**src/rtl/core/kfq_pkg.sv**
```systemverilog
// ----------------------------------------------------------------------------
// kfq_pkg
// Shared types and constants for the keyed FIFO with cancel by key.
// ----------------------------------------------------------------------------
package kfq_pkg;

  localparam int DEPTH = 64;
  localparam int CNT_W = $clog2(DEPTH + 1);
  localparam int GRP   = 8;
  localparam int NGRP  = (DEPTH + GRP - 1) / GRP;
  localparam int PAD   = NGRP * GRP;

  typedef struct packed {
    logic [15:0] key;
    logic [7:0]  team_a;
    logic [7:0]  team_b;
    logic [15:0] date;
    logic [1:0]  prio;
  } entry_t;

  typedef enum logic [2:0] {
    CMD_PUSH   = 3'd0,
    CMD_LIST   = 3'd1,
    CMD_POP    = 3'd2,
    CMD_CANCEL = 3'd3,
    CMD_REDATE = 3'd4
  } cmd_t;

  typedef enum logic [1:0] {
    STAT_OK        = 2'd0,
    STAT_FULL      = 2'd1,
    STAT_EMPTY     = 2'd2,
    STAT_NOT_FOUND = 2'd3
  } stat_t;

  typedef enum logic [1:0] {
    KIND_FINAL  = 2'd0,
    KIND_SEMI   = 2'd1,
    KIND_LEAGUE = 2'd2
  } kind_t;

  typedef enum logic [2:0] {
    CELL_HOLD,
    CELL_LOAD,
    CELL_SHIFT,
    CELL_WRAP,
    CELL_DATE
  } cell_op_t;

  typedef enum logic [2:0] {
    MD_HOLD,
    MD_PUSH,
    MD_POP,
    MD_ROTATE,
    MD_CANCEL,
    MD_REDATE
  } mode_t;

  typedef enum logic [1:0] {
    S_IDLE,
    S_LIST,
    S_GROUP,
    S_APPLY
  } state_t;

  function automatic kind_t kind_of(input logic [1:0] prio);
    kind_t k;
    if (prio == 2'd1) begin
      k = KIND_FINAL;
    end else if (prio == 2'd2) begin
      k = KIND_SEMI;
    end else begin
      k = KIND_LEAGUE;
    end
    return k;
  endfunction

endpackage

```
**src/rtl/core/kfq_prefix.sv**
```systemverilog
// ----------------------------------------------------------------------------
// kfq_prefix
// Registered first-match search over the cell match flags, in groups.
// ----------------------------------------------------------------------------
module kfq_prefix (
  input  logic                      clk,
  input  logic                      load,
  input  logic [kfq_pkg::DEPTH-1:0] match_in,
  output logic [kfq_pkg::DEPTH-1:0] first_hot,
  output logic [kfq_pkg::DEPTH-1:0] incl_hot,
  output logic                      any
);

  logic [kfq_pkg::PAD-1:0]  match_r;
  logic [kfq_pkg::NGRP-1:0] grp_any;
  logic [kfq_pkg::NGRP-1:0] grp_before_nxt;
  logic [kfq_pkg::NGRP-1:0] grp_before_r;
  logic                     any_r;

  always_ff @(posedge clk) begin
    if (load) begin
      match_r <= kfq_pkg::PAD'(match_in);
    end
    grp_before_r <= grp_before_nxt;
    any_r        <= |match_r;
  end

  always_comb begin
    for (int g = 0; g < kfq_pkg::NGRP; g++) begin
      grp_any[g] = |match_r[g*kfq_pkg::GRP +: kfq_pkg::GRP];
    end
    grp_before_nxt[0] = 1'b0;
    for (int g = 1; g < kfq_pkg::NGRP; g++) begin
      grp_before_nxt[g] = grp_before_nxt[g-1] | grp_any[g-1];
    end
  end

  for (genvar i = 0; i < kfq_pkg::DEPTH; i++) begin : g_bit
    localparam int G    = i / kfq_pkg::GRP;
    localparam int BASE = G * kfq_pkg::GRP;
    logic acc;
    always_comb begin
      acc = grp_before_r[G];
      for (int j = 0; j < kfq_pkg::GRP; j++) begin
        if (BASE + j < i) begin
          acc = acc | match_r[BASE + j];
        end
      end
    end
    assign incl_hot[i]  = acc | match_r[i];
    assign first_hot[i] = match_r[i] & ~acc;
  end

  assign any = any_r;

endmodule

```
**config.mk**
```make
export PLATFORM = sky130hd
export DESIGN_NAME = kfq_prefix
export DESIGN_NICKNAME = d
export VERILOG_FILES = /design/src/rtl/core/kfq_pkg.sv /design/src/rtl/core/kfq_prefix.sv
export SDC_FILE = /design/constraint.sdc
export NUM_CORES = 1
export LEC_CHECK = 0
export BUFFER_PORTS_ARGS = -buffer_cell sky130_fd_sc_hd__buf_2
export CORE_MARGIN = 1
export CORE_UTILIZATION = 49
export CTS_CLUSTER_SIZE = 28
export DETAILED_ROUTE_END_ITERATION = 16
export GPL_ROUTABILITY_DRIVEN = 0
export GPL_TIMING_DRIVEN = 0
export MAX_ROUTING_LAYER = met4
export PLACE_DENSITY = 0.85
export REMOVE_ABC_BUFFERS = 1
export SYNTH_ARGS = -nofsm -noshare
export SYNTH_HDL_FRONTEND = slang
export SYNTH_SLANG_ARGS = --single-unit
```
**constraint.sdc**
```tcl
create_clock -name clk -period 5.2 [get_ports clk]
set_clock_uncertainty 0.15 [all_clocks]
set_input_delay 1.04 -clock clk [delete_from_list [all_inputs] [get_ports clk]]
set_output_delay 1.04 -clock clk [all_outputs]
set_load 0.02 [all_outputs]
```
==> impl_metrics.py, run 1 <==
metrics = {
    "setup_path": {
        "start_kind": "flop",
        "cp_data_arrival_time_ns": 2.23,
        "end_kind": "primary output",
        "ff2ff_path_depth": 3,
        "r2r_slack_ns": 3.17,
        "cpLargestDelayFamily": "simple AND/OR/NAND/NOR gates",
        "crit_slowest_cell": "or4_1",
        "crit_buf_inv": 1,
        "r2r-end": "grp_before_r[7]$_DFF_P_",
        "critPathKind": "flop to primary output",
        "path_cells": "or4_1 -> or4_4 -> nor3b_2 -> buf_2",
        "critical-path-max-stage-delay_ns": 0.65,
        "critPathMaxFanout": 6,
        "path_depth": 4,
        "r2r_start": "match_r[6]$_DFFE_PP_",
        "cp_data_required_time_ns": 4.01,
    },
    "logic_synthesis": {
        "synth_area_mm2": 0.00366,
        "ys_types": 29,
        "synthArstFlopShare_pct": 0,
        "synth_warnings": 0,
        "yosysMostFrequentCell": "edfxtp_1",
        "synth-edff-count": 64,
        "synth_top_area_share_pct": 52.5,
        "ys_top_cells_by_area": "edfxtp_1, buf_4, nor2_1",
        "avgSynthCellArea_um2": 10.9,
        "ys.flop_type": "edfxtp_1",
        "seq_area_frac_synth_pct": 56.9,
        "yosysTopAreaCell": "edfxtp_1",
        "ys_seq_elements": 72,
        "ys_top_cells_by_count": "edfxtp_1, buf_4, nor2_1, inv_1, or3_1",
        "netlist_instances": 335,
    },
    "clock_network": {
        "ctsRootBufferMaster": "clkbuf_8",
        "clkSinkCount": 72,
        "clock_latency_ns": 0.33,
        "htree_levels": 3,
        "numCtsBuffers": 9,
        "clockBufferDepth": 2,
        "post_cts_buffers": 0,
        "clk_pin_slew_worst_paths_ns": 0.07,
        "tritoncts": "done",
        "hold_buffers": 0,
        "cts_resized": 0,
    },
    "sta": {
        "setup_violations": 0,
        "tns_ns": 0,
        "fin_crit_sh_pct": 65.8,
        "fin_crit_ns": 3.42,
        "tightest_slew_ns": 0.788,
        "finalHoldViolations": 0,
        "timing.final.max_slew_violations": 0,
        "max_freq_ghz": 0.292,
        "relSlewSlack_pct": 47.5,
        "rsz0062_at_grt": "false",
    },
    "detailed_routing": {
        "drtAntennaViolNets": 0,
        "drcViolationCount": 0,
        "via_per_inst": 4.65,
        "drt_iter0_markers": 127,
        "wl_per_cell_um": 12.9,
        "wirelength_mm": 7.55,
        "dr.pass1.iters": 4,
        "vias": 2715,
    },
    "final_layout": {
        "diodes": 0,
        "design_area_mm2": 0.00450,
        "nFillCells": 608,
        "areaGrowthSynthToFinish_pct": 22.8,
        "layoutNonFillerInstCount": 584,
        "nets": 546,
        "drive_gt1_share_pct": 48.0,
    },
    "pwr": {
        "p_leak_nw": 1.99,
        "power.density_mw_per_mm2": 264,
        "worst_ir_drop_vdd_uv": 188,
    },
    "placement": {
        "place_hpwl_mm": 5.84,
        "portBuffers": 194,
        "dpl.cell_count": 568,
        "place_area_mm2": 0.00431,
    },
    "worst_hold_path": {
        "hold_depth": 3,
        "min_to": "grp_before_r[4]$_DFF_P_",
        "hold_class": "flop to flop",
        "hold_start": "match_r[28]$_DFFE_PP_",
    },
    "outcome": {
        "status": "completed",
    },
    "grt": {
        "grt_pass1_wl_mm": 11.1,
        "overflow": 0,
        "grtUsageTotal_pct": 19.3,
        "antenna_found_initial": 0,
        "grt_max_degree": 65,
        "grt_pass1_vias": 2394,
    },
    "floorplan": {
        "fp.dieH_um": 88.4,
        "fp.dieW_um": 88.4,
        "core_mm2": 0.00725,
        "rows": 31,
        "die_area_mm2": 0.00782,
        "initial_core_util_pct": 50.5,
        "ios": 195,
    },
    "job": {
        "maxCapViolCount": 0,
    },
}
==> tightest hold or removal path: stages (launching register included) <==
cell and delay [ns]:
edfxtp_1 0.35, or4_4 0.15, nor2_1 0.05, nand3_1 0.06
==> power breakdown <==
part | internal (mW) | switching [mW] | total [mW]
sequential | 0.677 | 0.0307 | 0.708
combinational | 0.0322 | 0.0374 | 0.0696
clock | 0.220 | 0.188 | 0.408
total | 0.929 | 0.256 | 1.18
==> cell usage in the layout, fill, tap and decap left out, types with 2 or more instances in the layout <==
master / instances
or4_1: 15
nor2_1: 44
or2_2: 15
or4_4: 6
dfxtp_1: 8
edfxtp_1: 64
and2_1: 7
or3_1: 17
nor3b_2: 2
nand2b_1: 12
nand2_1: 6
nor2b_1: 8
inv_1: 42
clkbuf_1: 3
nor3_1: 4
clkinv_2: 3
nand4_1: 3
nor3b_1: 5
nor4_1: 3
clkbuf_8: 9
nand3_1: 2
buf_2: 193
and3_1: 5
==> stage by stage <==
stage          worst slack (ns)  total power, mW  hold slack, ns  util, %
2_1_floorplan              2.00            0.738           0.413        -
3_3_place_gp               2.15            0.784           0.455     59.5
3_5_place_dp               2.13            0.790           0.472     59.5
4_1_cts                    1.76             1.20           0.490     61.9
5_1_grt                    1.62             1.24           0.541     62.0
6_report                   1.78             1.18           0.483     62.0
==> state kept, by name, indices dropped and copies added, names as in the netlist <==
signal and flops:
match_r 64, any 1, grp_before_r 7
==> layout make-up <==
type / count / area (um2) / area share, %
Tap cell: 99 / 124 / 2.76
Clock inverter: 4 / 45.0 / 1.00
Timing Repair Buffer: 194 / 973 / 21.7
Clock buffer: 12 / 135 / 3.01
Inverter: 42 / 158 / 3.51
Multi-Input combinational cell: 161 / 978 / 21.8
Sequential cell: 72 / 2080 / 46.3
==> routing by layer <==
metal  vias up  wire [um]  GRT usage, %
met5         -          0             -
met4         0         68          7.48
met3         7        462          4.94
met2       103       3950          32.3
met1      1232       3070          22.3
li1       1373          -             -
==> worst max-delay path by stage <==
stage | end | startpoint
6_report | first_hot[23] | match_r[17]$_DFFE_PP_
4_1_cts | first_hot[23] | match_r[17]$_DFFE_PP_
5_1_grt | first_hot[63] | match_r[57]$_DFFE_PP_
2_1_floorplan | first_hot[31] | match_r[25]$_DFFE_PP_
3_5_place_dp | first_hot[23] | match_r[17]$_DFFE_PP_
3_3_place_gp | first_hot[23] | match_r[17]$_DFFE_PP_
==> cells by family after synthesis <==
logic type / after synthesis / synth area share, %
flip-flops: 72 / 56.9
buffers and inverters: 102 / 16.4
AND/OR/NAND/NOR: 161 / 26.7
(Power assumes the default switching activity.)
==> inputs of run 2 (changes only) <==
Settings changed: ABC_AREA set to 1, CORE_UTILIZATION 49 to 46, PLACE_DENSITY 0.85 to 0.8.
Clock period 5.2 ns to 3.4 ns, I/O delays scaled along.
==> run 2 against run 1 <==
Against the previous run: clock-buffer cell count is 2 lower; worst hold slack worse by 0.12 ns; first-iteration DRC count is 32% lower; largest power group unchanged; cell area is 2.8% higher; critical endpoint is now incl_hot[47].
==> impl_metrics.py, run 2 <==
metrics = {
    "logic_synthesis": {
        "synth_compound_area_share_pct": 0,
        "synth_top_family_by_area": "simple AND/OR/NAND/NOR gates",
        "synth-xor-area-share_pct": 0,
        "synth_top_area_share_pct": 51.1,
        "yosys.area_share.simple_pct": 24.8,
        "ys_top_cells_by_area": "edfxtp_1, buf_4, nor2_1",
        "seq_area_frac_synth_pct": 55.4,
        "yosysMostFrequentCell": "nor2_1",
        "avgSynthCellArea_um2": 9.68,
        "ys.flop_type": "edfxtp_1",
        "yosysTopAreaCell": "edfxtp_1",
        "ys_seq_elements": 72,
        "synth_mux_area_share_pct": 0,
        "ys_types": 18,
        "synth-edff-count": 64,
        "synth_adder_area_share_pct": 0,
        "synth_area_mm2": 0.00376,
        "ys_top_cells_by_count": "nor2_1, edfxtp_1, inv_1, buf_4, nand2_1",
        "synth_warnings": 0,
        "netlist_instances": 388,
        "synthArstFlopShare_pct": 0,
    },
    "grt": {
        "grt_max_degree": 65,
        "met3_usage_pct": 4.60,
        "grt_busiest_layer": "met2",
        "grt_use_met1_pct": 19.2,
        "grt_pass1_wl_mm": 11.9,
        "grt_pass1_vias": 2773,
        "antenna_found_initial": 2,
        "overflow": 0,
        "grtUsageTotal_pct": 18.6,
        "met2_usage_pct": 33.8,
    },
    "clock_network": {
        "tritoncts": "done",
        "hold_buffers": 0,
        "clock_latency_ns": 0.33,
        "clk_pin_slew_worst_paths_ns": 0.08,
        "clockBufferDepth": 2,
        "cts_resized": 0,
        "ctsRootBufferMaster": "clkbuf_8",
        "clkSinkCount": 72,
        "htree_levels": 3,
        "numCtsBuffers": 9,
        "post_cts_buffers": 0,
    },
    "sta": {
        "fin_crit_sh_pct": 74.2,
        "holdWs_ns": 0.367,
        "tightest_slew_ns": 0.796,
        "relSlewSlack_pct": 46.9,
        "finalHoldViolations": 0,
        "max_freq_ghz": 0.396,
        "rsz0062_at_grt": "false",
        "tns_ns": 0,
        "fin_crit_ns": 2.52,
        "timing.final.max_slew_violations": 0,
        "setup_violations": 0,
    },
    "floorplan": {
        "die_area_mm2": 0.00853,
        "fp.dieH_um": 92.4,
        "ios": 195,
        "fp.dieW_um": 92.4,
        "core_mm2": 0.00781,
        "initial_core_util_pct": 48.1,
        "rows": 32,
    },
    "final_layout": {
        "largest-register": "match_r",
        "nets": 602,
        "final_common_cell": "buf_2",
        "drive_gt1_share_pct": 50.6,
        "areaGrowthSynthToFinish_pct": 23.0,
        "largest_register_ffs": 64,
        "final_cell_mix": "buf_2, nor2_1, edfxtp_1",
    },
    "detailed_routing": {
        "vias": 2876,
        "wirelength_mm": 7.54,
        "dr.pass1.iters": 4,
        "wl_per_cell_um": 11.7,
        "via_per_inst": 4.46,
        "drtAntennaViolNets": 0,
        "drt_iter0_markers": 86,
        "drcViolationCount": 0,
    },
    "setup_path": {
        "crit_slowest_cell": "edfxtp_1",
        "crit_buf_inv": 2,
        "critPathMaxFanout": 4,
        "cp_data_arrival_time_ns": 1.69,
        "end_kind": "primary output",
        "path_cells": "nor2_2 -> nand3_2 -> nor2_4 -> inv_2 -> or2_1 -> buf_2",
        "critPathKind": "flop to primary output",
        "cp_data_required_time_ns": 2.57,
        "cpLargestDelayFamily": "simple AND/OR/NAND/NOR gates",
        "worstSetupStartpoint": "match_r[40]$_DFFE_PP_",
        "critical-path-max-stage-delay_ns": 0.41,
        "start_kind": "flop",
        "r2r_start": "match_r[0]$_DFFE_PP_",
    },
    "pwr": {
        "pwr-share-clk_pct": 34.5,
        "power.density_mw_per_mm2": 400,
        "p_switching_mw": 0.429,
        "p_leak_nw": 2.22,
        "p_int_mw": 1.42,
        "p_total_mw": 1.85,
        "worst_ir_drop_vdd_uv": 364,
        "pwr-share-comb_pct": 7.5,
        "p_sw_share_pct": 23.2,
        "p_seq_share_pct": 58.0,
    },
    "placement": {
        "portBuffers": 194,
        "place_hpwl_mm": 6.03,
    },
    "outcome": {
        "status": "completed",
    },
    "worst_hold_path": {
        "hold_class": "primary input to flop",
        "hold_start": "match_in[49]",
    },
    "job": {
        "maxCapViolCount": 0,
    },
}
-- run 2: path summary, 6_finish.rpt --
check / end / slack (ns) / cells past startpoint
max: incl_hot[47] / 0.88 / 6
min reg2reg: grp_before_r[3]$_DFF_P_ / 0.43 / 4
max reg2reg: grp_before_r[7]$_DFF_P_ / 1.94 / 6
min: match_r[49]$_DFFE_PP_ / 0.37 / 1
-- run 2: cell families (layout without fill, tap and decap cells) --
group                  Yosys count  count (layout)
buffers and inverters          141             294
flip-flops                      72              72
other                            0               2
AND/OR/NAND/NOR                175             175
-- run 2: stage by stage --
stage	area [um2]	instances	setup slack, ns	util, %
CTS	4620	643	0.860	59.1
finish	4620	645	0.876	59.2
global route	4620	645	0.754	59.2
floorplan	3330	331	0.997	-
global placement	4430	627	1.14	56.7
detailed placement	4430	627	1.07	56.7
-- run 2: final cells by class --
class	instances	area [um2]
Antenna cell	2	5.00
Clock buffer	10	128
Clock inverter	6	60.1
Fill cell	696	3180
Inverter	84	315
Multi-Input combinational cell	175	932
Sequential cell	72	2080
Tap cell	102	128
Timing Repair Buffer	194	973
-- run 2: layer usage --
layer	up-vias	part of all wire, %
li1	1441	-
met1	1311	40
met2	114	52
met3	10	6.7
met4	0	1.5
met5	-	0
-- run 2: power groups by stage --
stage	sequential [mW]	combinational, mW	clock, mW
global placement	1.09	0.134	0
global route	1.08	0.156	0.698
detailed placement	1.09	0.139	0
CTS	1.07	0.139	0.662
finish	1.07	0.138	0.638
floorplan	1.09	0.0663	0
