File: config.mk
export PLATFORM = sky130hd
export DESIGN_NAME = kfq_cell
export DESIGN_NICKNAME = d
export VERILOG_FILES = /design/src/rtl/core/kfq_pkg.sv /design/src/rtl/core/kfq_cell.sv
export SDC_FILE = /design/constraint.sdc
export NUM_CORES = 1
export LEC_CHECK = 0
export BUFFER_PORTS_ARGS = -buffer_cell sky130_fd_sc_hd__buf_2
export CELL_PAD_IN_SITES_DETAIL_PLACEMENT = 1
export CELL_PAD_IN_SITES_GLOBAL_PLACEMENT = 2
export CORE_ASPECT_RATIO = 0.5
export CORE_UTILIZATION = 22
export CTS_CLUSTER_DIAMETER = 40
export DETAILED_ROUTE_END_ITERATION = 10
export MAX_ROUTING_LAYER = met4
export PLACE_DENSITY = 0.87
export SLEW_MARGIN = 20
export SYNTH_ARGS = -nofsm -noshare
export SYNTH_HDL_FRONTEND = slang
export SYNTH_SLANG_ARGS = --single-unit
File: constraint.sdc
create_clock -name clk -period 2.72 [get_ports clk]
set_input_delay 0 -clock clk [delete_from_list [all_inputs] [get_ports clk]]
set_output_delay 0 -clock clk [all_outputs]
set_load 0.01 [all_outputs]
File: src/rtl/core/kfq_pkg.sv
// ----------------------------------------------------------------------------
// kfq_pkg
// Shared types and constants for the keyed FIFO with cancel by key.
// ----------------------------------------------------------------------------
package kfq_pkg;

  localparam int DEPTH = 64;
  localparam int CNT_W = $clog2(DEPTH + 1);
  localparam int GRP   = 8;
  localparam int NGRP  = (DEPTH + GRP - 1) / GRP;
  localparam int PAD   = NGRP * GRP;

  typedef struct packed {
    logic [15:0] key;
    logic [7:0]  team_a;
    logic [7:0]  team_b;
    logic [15:0] date;
    logic [1:0]  prio;
  } entry_t;

  typedef enum logic [2:0] {
    CMD_PUSH   = 3'd0,
    CMD_LIST   = 3'd1,
    CMD_POP    = 3'd2,
    CMD_CANCEL = 3'd3,
    CMD_REDATE = 3'd4
  } cmd_t;

  typedef enum logic [1:0] {
    STAT_OK        = 2'd0,
    STAT_FULL      = 2'd1,
    STAT_EMPTY     = 2'd2,
    STAT_NOT_FOUND = 2'd3
  } stat_t;

  typedef enum logic [1:0] {
    KIND_FINAL  = 2'd0,
    KIND_SEMI   = 2'd1,
    KIND_LEAGUE = 2'd2
  } kind_t;

  typedef enum logic [2:0] {
    CELL_HOLD,
    CELL_LOAD,
    CELL_SHIFT,
    CELL_WRAP,
    CELL_DATE
  } cell_op_t;

  typedef enum logic [2:0] {
    MD_HOLD,
    MD_PUSH,
    MD_POP,
    MD_ROTATE,
    MD_CANCEL,
    MD_REDATE
  } mode_t;

  typedef enum logic [1:0] {
    S_IDLE,
    S_LIST,
    S_GROUP,
    S_APPLY
  } state_t;

  function automatic kind_t kind_of(input logic [1:0] prio);
    kind_t k;
    if (prio == 2'd1) begin
      k = KIND_FINAL;
    end else if (prio == 2'd2) begin
      k = KIND_SEMI;
    end else begin
      k = KIND_LEAGUE;
    end
    return k;
  endfunction

endpackage

File: src/rtl/core/kfq_cell.sv
// ----------------------------------------------------------------------------
// kfq_cell
// One queue slot: holds an entry, loads, shifts from its neighbour or from
// the head, rewrites its date, and compares its key.
// ----------------------------------------------------------------------------
module kfq_cell (
  input  logic              clk,
  input  kfq_pkg::cell_op_t op,
  input  kfq_pkg::entry_t   push_entry,
  input  kfq_pkg::entry_t   right_entry,
  input  kfq_pkg::entry_t   head_entry,
  input  logic [15:0]       new_date,
  input  logic [15:0]       cmp_key,
  output kfq_pkg::entry_t   entry,
  output logic              match
);

  kfq_pkg::entry_t entry_r;
  kfq_pkg::entry_t entry_nxt;

  always_comb begin
    entry_nxt = entry_r;
    case (op)
      kfq_pkg::CELL_LOAD:  entry_nxt = push_entry;
      kfq_pkg::CELL_SHIFT: entry_nxt = right_entry;
      kfq_pkg::CELL_WRAP:  entry_nxt = head_entry;
      kfq_pkg::CELL_DATE:  entry_nxt.date = new_date;
      default:             entry_nxt = entry_r;
    endcase
  end

  always_ff @(posedge clk) begin
    entry_r <= entry_nxt;
  end

  assign entry = entry_r;
  assign match = (entry_r.key == cmp_key);

endmodule

==> metrics.yaml, run 1 <==
global_route:
  first_global_vias: 3459
  grt_max_degree: 67
  antenna_found_initial: 0
  grt_usage_pct: 15.9
  grt.overflow.total: 0
  grt_first_pass_wirelength_um: 17300
synthesis:
  yosys.area_share.xor_xnor_pct: 5.30
  synth_top_family_by_area: "simple AND/OR/NAND/NOR gates"
  synth_simple_gate_area_share_pct: 16.5
  ys_warn_count: 0
  synth-seq-area-share_pct: 48.2
  syn-cell-area_sq_um: 3120
  synth.distinct_cells: 19
  synth_fp_nets: 487
  avgSynthCellArea_sq_um: 10.4
  ys_ff_latch: 50
  yosys-mux-area-fraction_pct: 10.9
  synthAdderAreaFrac_pct: 0
  netlist_instances: 301
  synth_compound_area_share_pct: 15.1
pwr:
  ir_drop_mv: 0.207
  powerDensity_nw_per_um2: 457
  power_leakage_nw: 2.16
  p_total_mw: 2.20
floorplan:
  die_x_um: 170
  rows: 30
  die_h_um: 86.2
  initial_core_util_pct: 22.7
  die_area_sq_um: 14700
  coreArea_sq_um: 13700
  io_pins: 237
worst_setup_path:
  cp-start-kind: "primary input"
  crit_required_ns: 2.83
  crit_fanout: 27
  crit_type: "primary input to flop"
  arrival_ns: 1.73
  end_kind: "flop"
sta:
  hold_viol: 1
  finalSetupViolCount: 0
  relSlewSlack_pct: 32.1
  tightest_slew_ns: 1.01
  fin_crit_sh_pct: 59.8
  min_period_ns: 1.63
  hold_ws_ns: -0.000891
  rsz0062_at_grt: "no"
  fmax_mhz: 615
  finalMaxSlewViolations: 0
  fin_setup_tns_ns: 0
cells_and_area:
  antenna_cells: 0
  drive_gt1_share_pct: 51.5
  largest_reg_flops: 50
  fin_nets: 727
  syn_to_final_growth_pct: 54.3
  n_fill_cell: 1638
  fin_util_pct: 35.1
drt:
  drtPass1Iterations: 4
  drtAntennaViolNets: 0
  routed-wl-met2_um: 6170
  drt_iter0_drc: 125
  wl_met3_um: 576
  wl_per_cell_um: 15.8
  drcViolationCount: 0
  dr_total_vias: 3284
  maxUsedRoutingLayer: "met4"
  drt-vias-per-instance: 4.47
  wirelength_um: 11600
  wl_met1_um: 4730
clock_tree:
  cts.clk_slew.worst_paths_ns: 0.07
  clock-sinks: 50
  clock-root-buffer: "clkbuf_16"
  cts-buffers-inserted: 5
  cts_tree: "yes"
  cts_max_level: 2
  clock_path_buffers: 2
run_status:
  outcome: "complete, but fails checks"
  violations: "hold timing"
min_path:
  hold_class: "primary input to flop"
  hold_depth: 3
place:
  dp_hpwl_um: 8740
  gp_congestion: 0.806
  io_buffers: 236
flow_run:
  maxCapViolations: 0
## through the flow
| step | hold slack [ns] | instances | setup slack (ns) | area (sq um) |
|---|---|---|---|---|
| floorplan | 0.167 | 301 | 0.392 | 3120 |
| global placement | 0.270 | 707 | 0.849 | 4480 |
| detailed placement | 0.284 | 707 | 0.775 | 4480 |
| CTS | 0.000181 | 734 | 1.07 | 4810 |
| global route | 0.00373 | 734 | 0.838 | 4810 |
| finish | -0.000891 | 734 | 1.09 | 4810 |
## metal layers
metal | vias up | track usage (%)
met5 | - | -
met3 | 14 | 3.37
li1 | 1603 | -
met1 | 1568 | 16.6
met4 | 0 | 3.69
met2 | 99 | 30.8
## power by group
group	total [mW]	internal, mW	switching [mW]
logic	0.576	0.285	0.291
registers	0.998	0.964	0.0344
clock network	0.623	0.338	0.285
## cells in the final DEF (no fill, tap or decap)
cell | netlist | final
o22ai_1 | 16 | 16
a211oi_1 | 16 | 16
nand4_1 | 4 | 4
or3b_2 | 28 | 28
dlygate4sd3_1 | 0 | 19
clkbuf_1 | 13 | 1
nand2b_2 | 0 | 1
clkbuf_16 | 0 | 5
nor2_4 | 0 | 1
buf_12 | 0 | 1
a21oi_1 | 16 | 16
xnor2_2 | 0 | 1
nand2_1 | 34 | 34
o21ai_0 | 34 | 34
clkinv_1 | 0 | 1
or3b_1 | 4 | 4
edfxtp_1 | 50 | 50
xor2_2 | 1 | 1
buf_4 | 3 | 5
nor2_1 | 18 | 17
xnor2_1 | 17 | 16
mux2i_1 | 34 | 34
clkinv_2 | 0 | 1
nor4_1 | 1 | 1
buf_2 | 10 | 235
## critical path: stages
cell	delay, ns
buf_2	0.37
buf_4	0.34
xor2_2	0.66
nor2_1	0.09
a211oi_1	0.27
## synthesized netlist by cell type (all sizes together)
master | instances | share of area [%]
a211oi | 16 | 3.9
a21oi | 16 | 2.6
buf | 13 | 2.3
clkbuf | 14 | 1.7
edfxtp | 50 | 48
mux2i | 34 | 11
nand2 | 34 | 4.1
nand2b | 1 | 0.20
nand4 | 4 | 0.80
nor2 | 18 | 2.2
nor4 | 1 | 0.20
o21ai | 34 | 5.5
o22ai | 16 | 3.2
or3b | 32 | 9.0
xnor2 | 17 | 4.8
xor2 | 1 | 0.52
## path summary, 6_finish.rpt
check | endpoint | from | slack [ns]
setup / recovery | entry[14] | op[1] | 1.09
hold / removal | entry[21] | push_entry[21] | -0.0009
## cell type report
cell class / count / area, sq um / area share (%)
Multi-Input combinational cell: 224 / 1510 / 31.3
Tap cell: 192 / 240 / 4.99
Sequential cell: 50 / 1500 / 31.2
Clock buffer: 6 / 129 / 2.68
Clock inverter: 2 / 8.76 / 0.182
Timing Repair Buffer: 260 / 1420 / 29.6
## kinds of logic after synthesis
family                 Yosys count
XOR/XNOR                        18
buffers and inverters           27
multiplexers                    34
AO/OA/AOI/OAI                   82
AND/OR/NAND/NOR                 90
flip-flops                      50
## repair_timing
action,4_1_cts,5_1_grt
hold buffers,19,0
hold endpoints to repair,19,0
endpoints found under the setup margin,0,0
resized for setup,0,0
setup buffers,0,0
Note: power is estimated with default switching activity, not from simulation.
==> run 2: changes to the inputs <==
- ABC_AREA: default -> 1
- CORE_UTILIZATION: 22 -> 17
- PLACE_DENSITY: 0.87 -> 0.81
- clock period: 2.72 -> 1.4 ns (I/O delays scaled with it)
==> metrics.yaml, run 2 <==
drt:
  drtPass1Iterations: 4  # unchanged
  drcViolationCount: 0  # unchanged
  wirelength_um: 13700  # +18%
  wl_per_cell_um: 15.5  # -2.3%
  drt_iter0_drc: 106  # -15%
  dr_total_vias: 3671  # +12%
  drtAntennaViolNets: 0  # unchanged
  drt-vias-per-instance: 4.15  # -7.3%
synthesis:
  syn-cell-area_sq_um: 2800  # -10%
  synth_top_area_share_pct: 53.6  # +5.4 points
  synth-seq-area-share_pct: 53.6  # +5.4 points
  avgSynthCellArea_sq_um: 8.36  # -19%
  synth.most_common_cell: "nand2_1"
  netlist_instances: 335  # +11%
  ys_top_cells_by_area: "edfxtp_1 (54%), nand2_1 (22%), nand3_1 (7.0%)"
  synth_edf_count: 50  # unchanged
  ys_ff_latch: 50  # unchanged
  ys_warn_count: 0  # unchanged
  synth.distinct_cells: 15  # -4
  synth_commonest_cells: "nand2_1 (167), edfxtp_1 (50), nand3_1 (39)"
  synth_fp_nets: 521  # +7.0%
  yosys_most_used_dff: "edfxtp_1"
  yosysTopAreaCell: "edfxtp_1"
  synthArstFlopShare_pct: 0  # unchanged
worst_setup_path:
  crit_start: "entry[48]"
  crit_required_ns: 1.40  # -1.43 ns
  crit_fanout: 3  # -89%
  arrival_ns: 1.42  # -0.31 ns
  crit_end: "match"
  crit_type: "flop to primary output"
  end_kind: "primary output"
  cp-start-kind: "flop"
pwr:
  power_leakage_nw: 2.51  # +16%
  powerDensity_nw_per_um2: 807  # +77%
  ir_drop_mv: 0.354  # +71%
clock_tree:
  cts_max_level: 2  # unchanged
  cts-buffers-inserted: 5  # unchanged
  cts.clk_slew.worst_paths_ns: 0.07  # about the same
  clock-root-buffer: "clkbuf_16"
  cts_tree: "yes"
  clock_path_buffers: 2  # unchanged
  clock-sinks: 50  # unchanged
cells_and_area:
  layout_commonest_cell: "buf_2"
  largest_reg_flops: 50  # unchanged
  syn_to_final_growth_pct: 91.8
  stdcell_count: 885  # +21%
  layout_common_cells: "buf_2 (236), nand2_1 (164), dlygate4sd3_1 (89)"
  drive_gt1_share_pct: 40.1  # -11 points
  n_fill_cell: 1939  # +18%
  multi_input_area_sq_um: 1200  # -20%
  fin_nets: 846  # +16%
  ff_latch_area_sq_um: 1500  # unchanged
global_route:
  antenna_found_initial: 3  # +3
  grt_first_pass_wirelength_um: 21100  # +22%
  grt_util_met1_pct: 17.2  # +0.57 points
  grt_max_degree: 36  # -46%
  use_met2_pct: 31.9  # +1.1 points
  grtUsageMet3_pct: 2.12  # -1.2 points
  grt.overflow.total: 0  # unchanged
  first_global_vias: 4158  # +20%
  busiest_layer: "met2"
  grt_usage_pct: 16.7  # +0.72 points
sta:
  fin_setup_tns_ns: -0.0182  # -0.0182 ns
  tightest_slew_ns: 0.735  # -0.278 ns
  fmax_mhz: 705
  finalSetupViolCount: 1  # +1
  hold_viol: 0  # -1
  fin_crit_sh_pct: 101
  relSlewSlack_pct: 50.9  # +19 points
  rsz0062_at_grt: "yes"
  min_period_ns: 1.42
  finalMaxSlewViolations: 0  # unchanged
  hold_ws_ns: 0.000364  # +0.00126 ns
  fin_ws_ns: -0.0182  # -1.11 ns
place:
  preCtsSetupSlack_ns: -0.261  # -1.04 ns
  dp_hpwl_um: 9680  # +11%
  gp_congestion: 0.804  # -0.26%
  io_buffers: 236  # unchanged
  dp_cells: 784  # +11%
floorplan:
  die_area_sq_um: 17000  # +16%
  die_h_um: 92.8  # +7.7%
  io_pins: 237  # unchanged
  rows: 32  # +6.7%
  die_x_um: 184  # +7.8%
  initial_core_util_pct: 17.8  # -4.9 points
  coreArea_sq_um: 15700  # +15%
run_status:
  outcome: "complete, but fails checks"
  violations: "setup timing"
min_path:
  hold_depth: 3  # unchanged
  hold_class: "primary input to flop"
  holdCritStartpoint: "push_entry[32]"
flow_run:
  maxCapViolations: 0  # unchanged
==> run 2: layout make-up <==
type	count	share of cell area [%]
Timing Repair Buffer	336	40.9
Sequential cell	50	27.9
Multi-Input combinational cell	255	22.4
Tap cell	221	5.15
Clock buffer	5	2.33
Inverter	12	0.838
Clock inverter	3	0.303
Antenna cell	3	0.140
==> run 2: cells by family (layout without fill, tap and decap cells) <==
family | after synthesis | in the layout | share of synthesized area [%]
and+or+nand+nor | 233 | 233 | 35.0
buffers and inverters | 30 | 356 | 5.00
DFF | 50 | 50 | 53.6
AOI/OAI and AO/OA | 11 | 11 | 2.95
other | 0 | 3 | 0
xor gates and xnor gates | 11 | 11 | 3.44
==> run 2: per-layer routing <==
metal	share of wire, %	wire length, um	vias up
li1	-	-	1775
met1	38	5170	1762
met2	56	7690	97
met3	2.5	343	37
met4	3.4	470	0
met5	0	0	-
==> run 2: worst min path at each step <==
stage | endpoint
CTS | entry[24]
floorplan | entry[18]
finish | entry[32]
global route | entry[38]
global placement | entry[21]
detailed placement | entry[42]
==> run 2: what timing repair did <==
action                                  in CTS  in global routing
setup buffers                                0                  1
cloned                                       0                  0
gates resized for setup                      4                  1
pin swaps                                    5                  0
endpoints found under the hold margin       47                  0
endpoints found under the setup margin       1                 17
hold buffers                                89                  0
==> run 2: stage by stage <==
| stage | utilization, % | total power, mW | area, sq um |
|---|---|---|---|
| floorplan | - | 2.35 | 2820 |
| global placement | 27.2 | 2.90 | 4280 |
| detailed placement | 27.4 | 2.92 | 4310 |
| CTS | 34.0 | 4.38 | 5360 |
| global route | 34.1 | 4.56 | 5370 |
| finish | 34.1 | 4.34 | 5370 |
==> run 2: power breakdown <==
part | switching [mW] | total [mW] | internal, mW
combinational | 0.567 | 1.18 | 0.614
sequential | 0.0652 | 1.91 | 1.85
clock | 0.584 | 1.24 | 0.656
==> run 2: critical path: stages, from the launching register on <==
cell and delay (ns):
edfxtp_1 0.43, inv_1 0.08, nand2_1 0.06, nand2_2 0.10, nand2_2 0.06, nor2_2 0.11, nand2_1 0.07, nor2_1 0.07
buf_2 0.14
==> run 3: changes to the inputs <==
- PLACE_DENSITY: 0.81 -> default
- PLACE_DENSITY_LB_ADDON: default -> 0.1
- RECOVER_POWER: default -> 100
==> metrics.yaml, run 3 (synthesis results as in run 2) <==
worst_setup_path:
  path_buf_inv: 1  # -1
  crit_fanout: 2  # -1
  crit_chain: "xnor2_1 > nand2_1 > nor2_1 > nand2_1 > nor2_1 > buf_2"
  cpPeakStageDelay_ns: 0.42  # about the same
  end_kind: "primary output"
  crit_family: "flip-flops"
  crit_slowest_cell: "edfxtp_1"
  arrival_ns: 1.40  # -0.02 ns
  cp-start-kind: "flop"
  crit_start: "entry[44]"
  crit_required_ns: 1.40  # about the same
  crit_type: "flop to primary output"
sta:
  tightest_slew_ns: 0.712  # -0.0229 ns
  rsz0062_at_grt: "yes"
  min_period_ns: 1.40  # -0.0215 ns
  fin_setup_tns_ns: 0  # +0.0182 ns
  fmax_mhz: 716  # +1.5%
  finalSetupViolCount: 0  # -1
  hold_viol: 0  # unchanged
  finalMaxSlewViolations: 0  # unchanged
  fin_ws_ns: 0.00331  # +0.0215 ns
  fin_crit_sh_pct: 99.8  # -1.5 points
  relSlewSlack_pct: 52.5  # +1.6 points
drt:
  drtPass1Iterations: 4  # unchanged
  wirelength_um: 12400  # -9.1%
  drtAntennaViolNets: 0  # unchanged
  drt_iter0_drc: 80  # -25%
  drcViolationCount: 0  # unchanged
  drt-vias-per-instance: 4.00  # -3.6%
  dr_total_vias: 3442  # -6.2%
  wl_per_cell_um: 14.4  # -6.6%
cells_and_area:
  fin_util_pct: 32.0  # -2.2 points
  syn_to_final_growth_pct: 79.5
  ff_latch_area_sq_um: 1500  # unchanged
  stdcell_area_sq_um: 5030  # -6.4%
  fin_nets: 825  # -2.5%
  layout_common_cells: "buf_2 (189), nand2_1 (167), dlygate4sd3_1 (64)"
  layout_commonest_cell: "buf_2"
  stdcell_count: 861  # -2.7%
  largest_reg_flops: 50  # unchanged
  drive_gt1_share_pct: 33.4  # -6.7 points
  multi_input_area_sq_um: 1170  # -2.2%
  antenna_cells: 0  # -3
  n_fill_cell: 1962  # +1.2%
global_route:
  antenna_found_initial: 0  # -3
  grt.overflow.total: 0  # unchanged
  use_met2_pct: 27.0  # -5.0 points
  grtUsageMet3_pct: 3.15  # +1.0 points
  busiest_layer: "met2"
  grt_util_met1_pct: 17.2  # about the same
  grt_max_degree: 40  # +11%
  grt_first_pass_wirelength_um: 18800  # -11%
  first_global_vias: 3740  # -10%
  grt_usage_pct: 14.8  # -1.8 points
clock_tree:
  cts_tree: "yes"
  cts-buffers-inserted: 5  # unchanged
  clock_path_buffers: 2  # unchanged
  clock-root-buffer: "clkbuf_16"
  clock-sinks: 50  # unchanged
  cts.clk_slew.worst_paths_ns: 0.07  # about the same
  cts_max_level: 2  # unchanged
min_path:
  hold_class: "primary input to flop"
  holdCritStartpoint: "push_entry[27]"
floorplan:
  die_h_um: 92.8  # unchanged
  coreArea_sq_um: 15700  # unchanged
  die_x_um: 184  # unchanged
  initial_core_util_pct: 17.8  # unchanged
  io_pins: 237  # unchanged
  rows: 32  # unchanged
  die_area_sq_um: 17000  # unchanged
pwr:
  powerDensity_nw_per_um2: 835  # +3.5%
  power_leakage_nw: 2.28  # -9.0%
  ir_drop_mv: 0.414  # +17%
place:
  io_buffers: 236  # unchanged
  preCtsSetupSlack_ns: 0.00928  # +0.271 ns
  dp_hpwl_um: 9550  # -1.4%
  gp_congestion: 0.692  # -14%
  dp_cells: 786  # +0.26%
  place_area_sq_um: 4300  # -0.12%
run_status:
  outcome: "complete, no violations"
flow_run:
  maxCapViolations: 0  # unchanged
## run 3: cell count changes in the layout (fill, tap and decap cells not counted), sizes merged
| cell | change |
|---|---|
| buf | -46 |
| diode | -3 |
| dlygate4sd3 | -25 |
| clkinvlp | -1 |
| clkinv | +1 |
| clkbuf | +50 |
## run 3: layer usage
metal	up-vias	wire (um)	share of wire (%)
met1	1603	5410	44
met5	-	0	0
met4	0	32	0.26
li1	1728	-	-
met3	2	649	5.2
met2	109	6330	51
## run 3: where the power goes
| part | internal [mW] | switching (mW) | leakage [nW] |
|---|---|---|---|
| Combinational | 0.542 | 0.530 | 1.73 |
| Clock | 0.647 | 0.566 | 0.0663 |
| Sequential | 1.85 | 0.0638 | 0.478 |
## run 3: cell type report
cell class | count | area share [%]
Timing Repair Buffer | 315 | 37.7
Sequential cell | 50 | 29.9
Multi-Input combinational cell | 255 | 23.4
Tap cell | 221 | 5.50
Clock buffer | 5 | 2.49
Inverter | 12 | 0.896
Clock inverter | 3 | 0.224
## run 3: path summary, 6_finish.rpt
check	end	slack (ns)	cells after the start
setup / recovery	match	0.003	6
hold / removal	entry[27]	0.003	3
## run 3: stage by stage
step           hold slack, ns  power, mW
6_report              0.00290       4.20
5_1_grt               0.00600       4.44
4_1_cts              0.000299       4.32
3_5_place_dp            0.280       2.91
3_3_place_gp            0.272       2.91
2_1_floorplan           0.186       2.35
## run 3: timing repair
action	4_1_cts	5_1_grt
setup endpoints to repair	1	2
pin swaps	0	5
resized for setup	0	1
hold buffers	62	2
buffers inserted	2	1
hold endpoints to repair	45	2
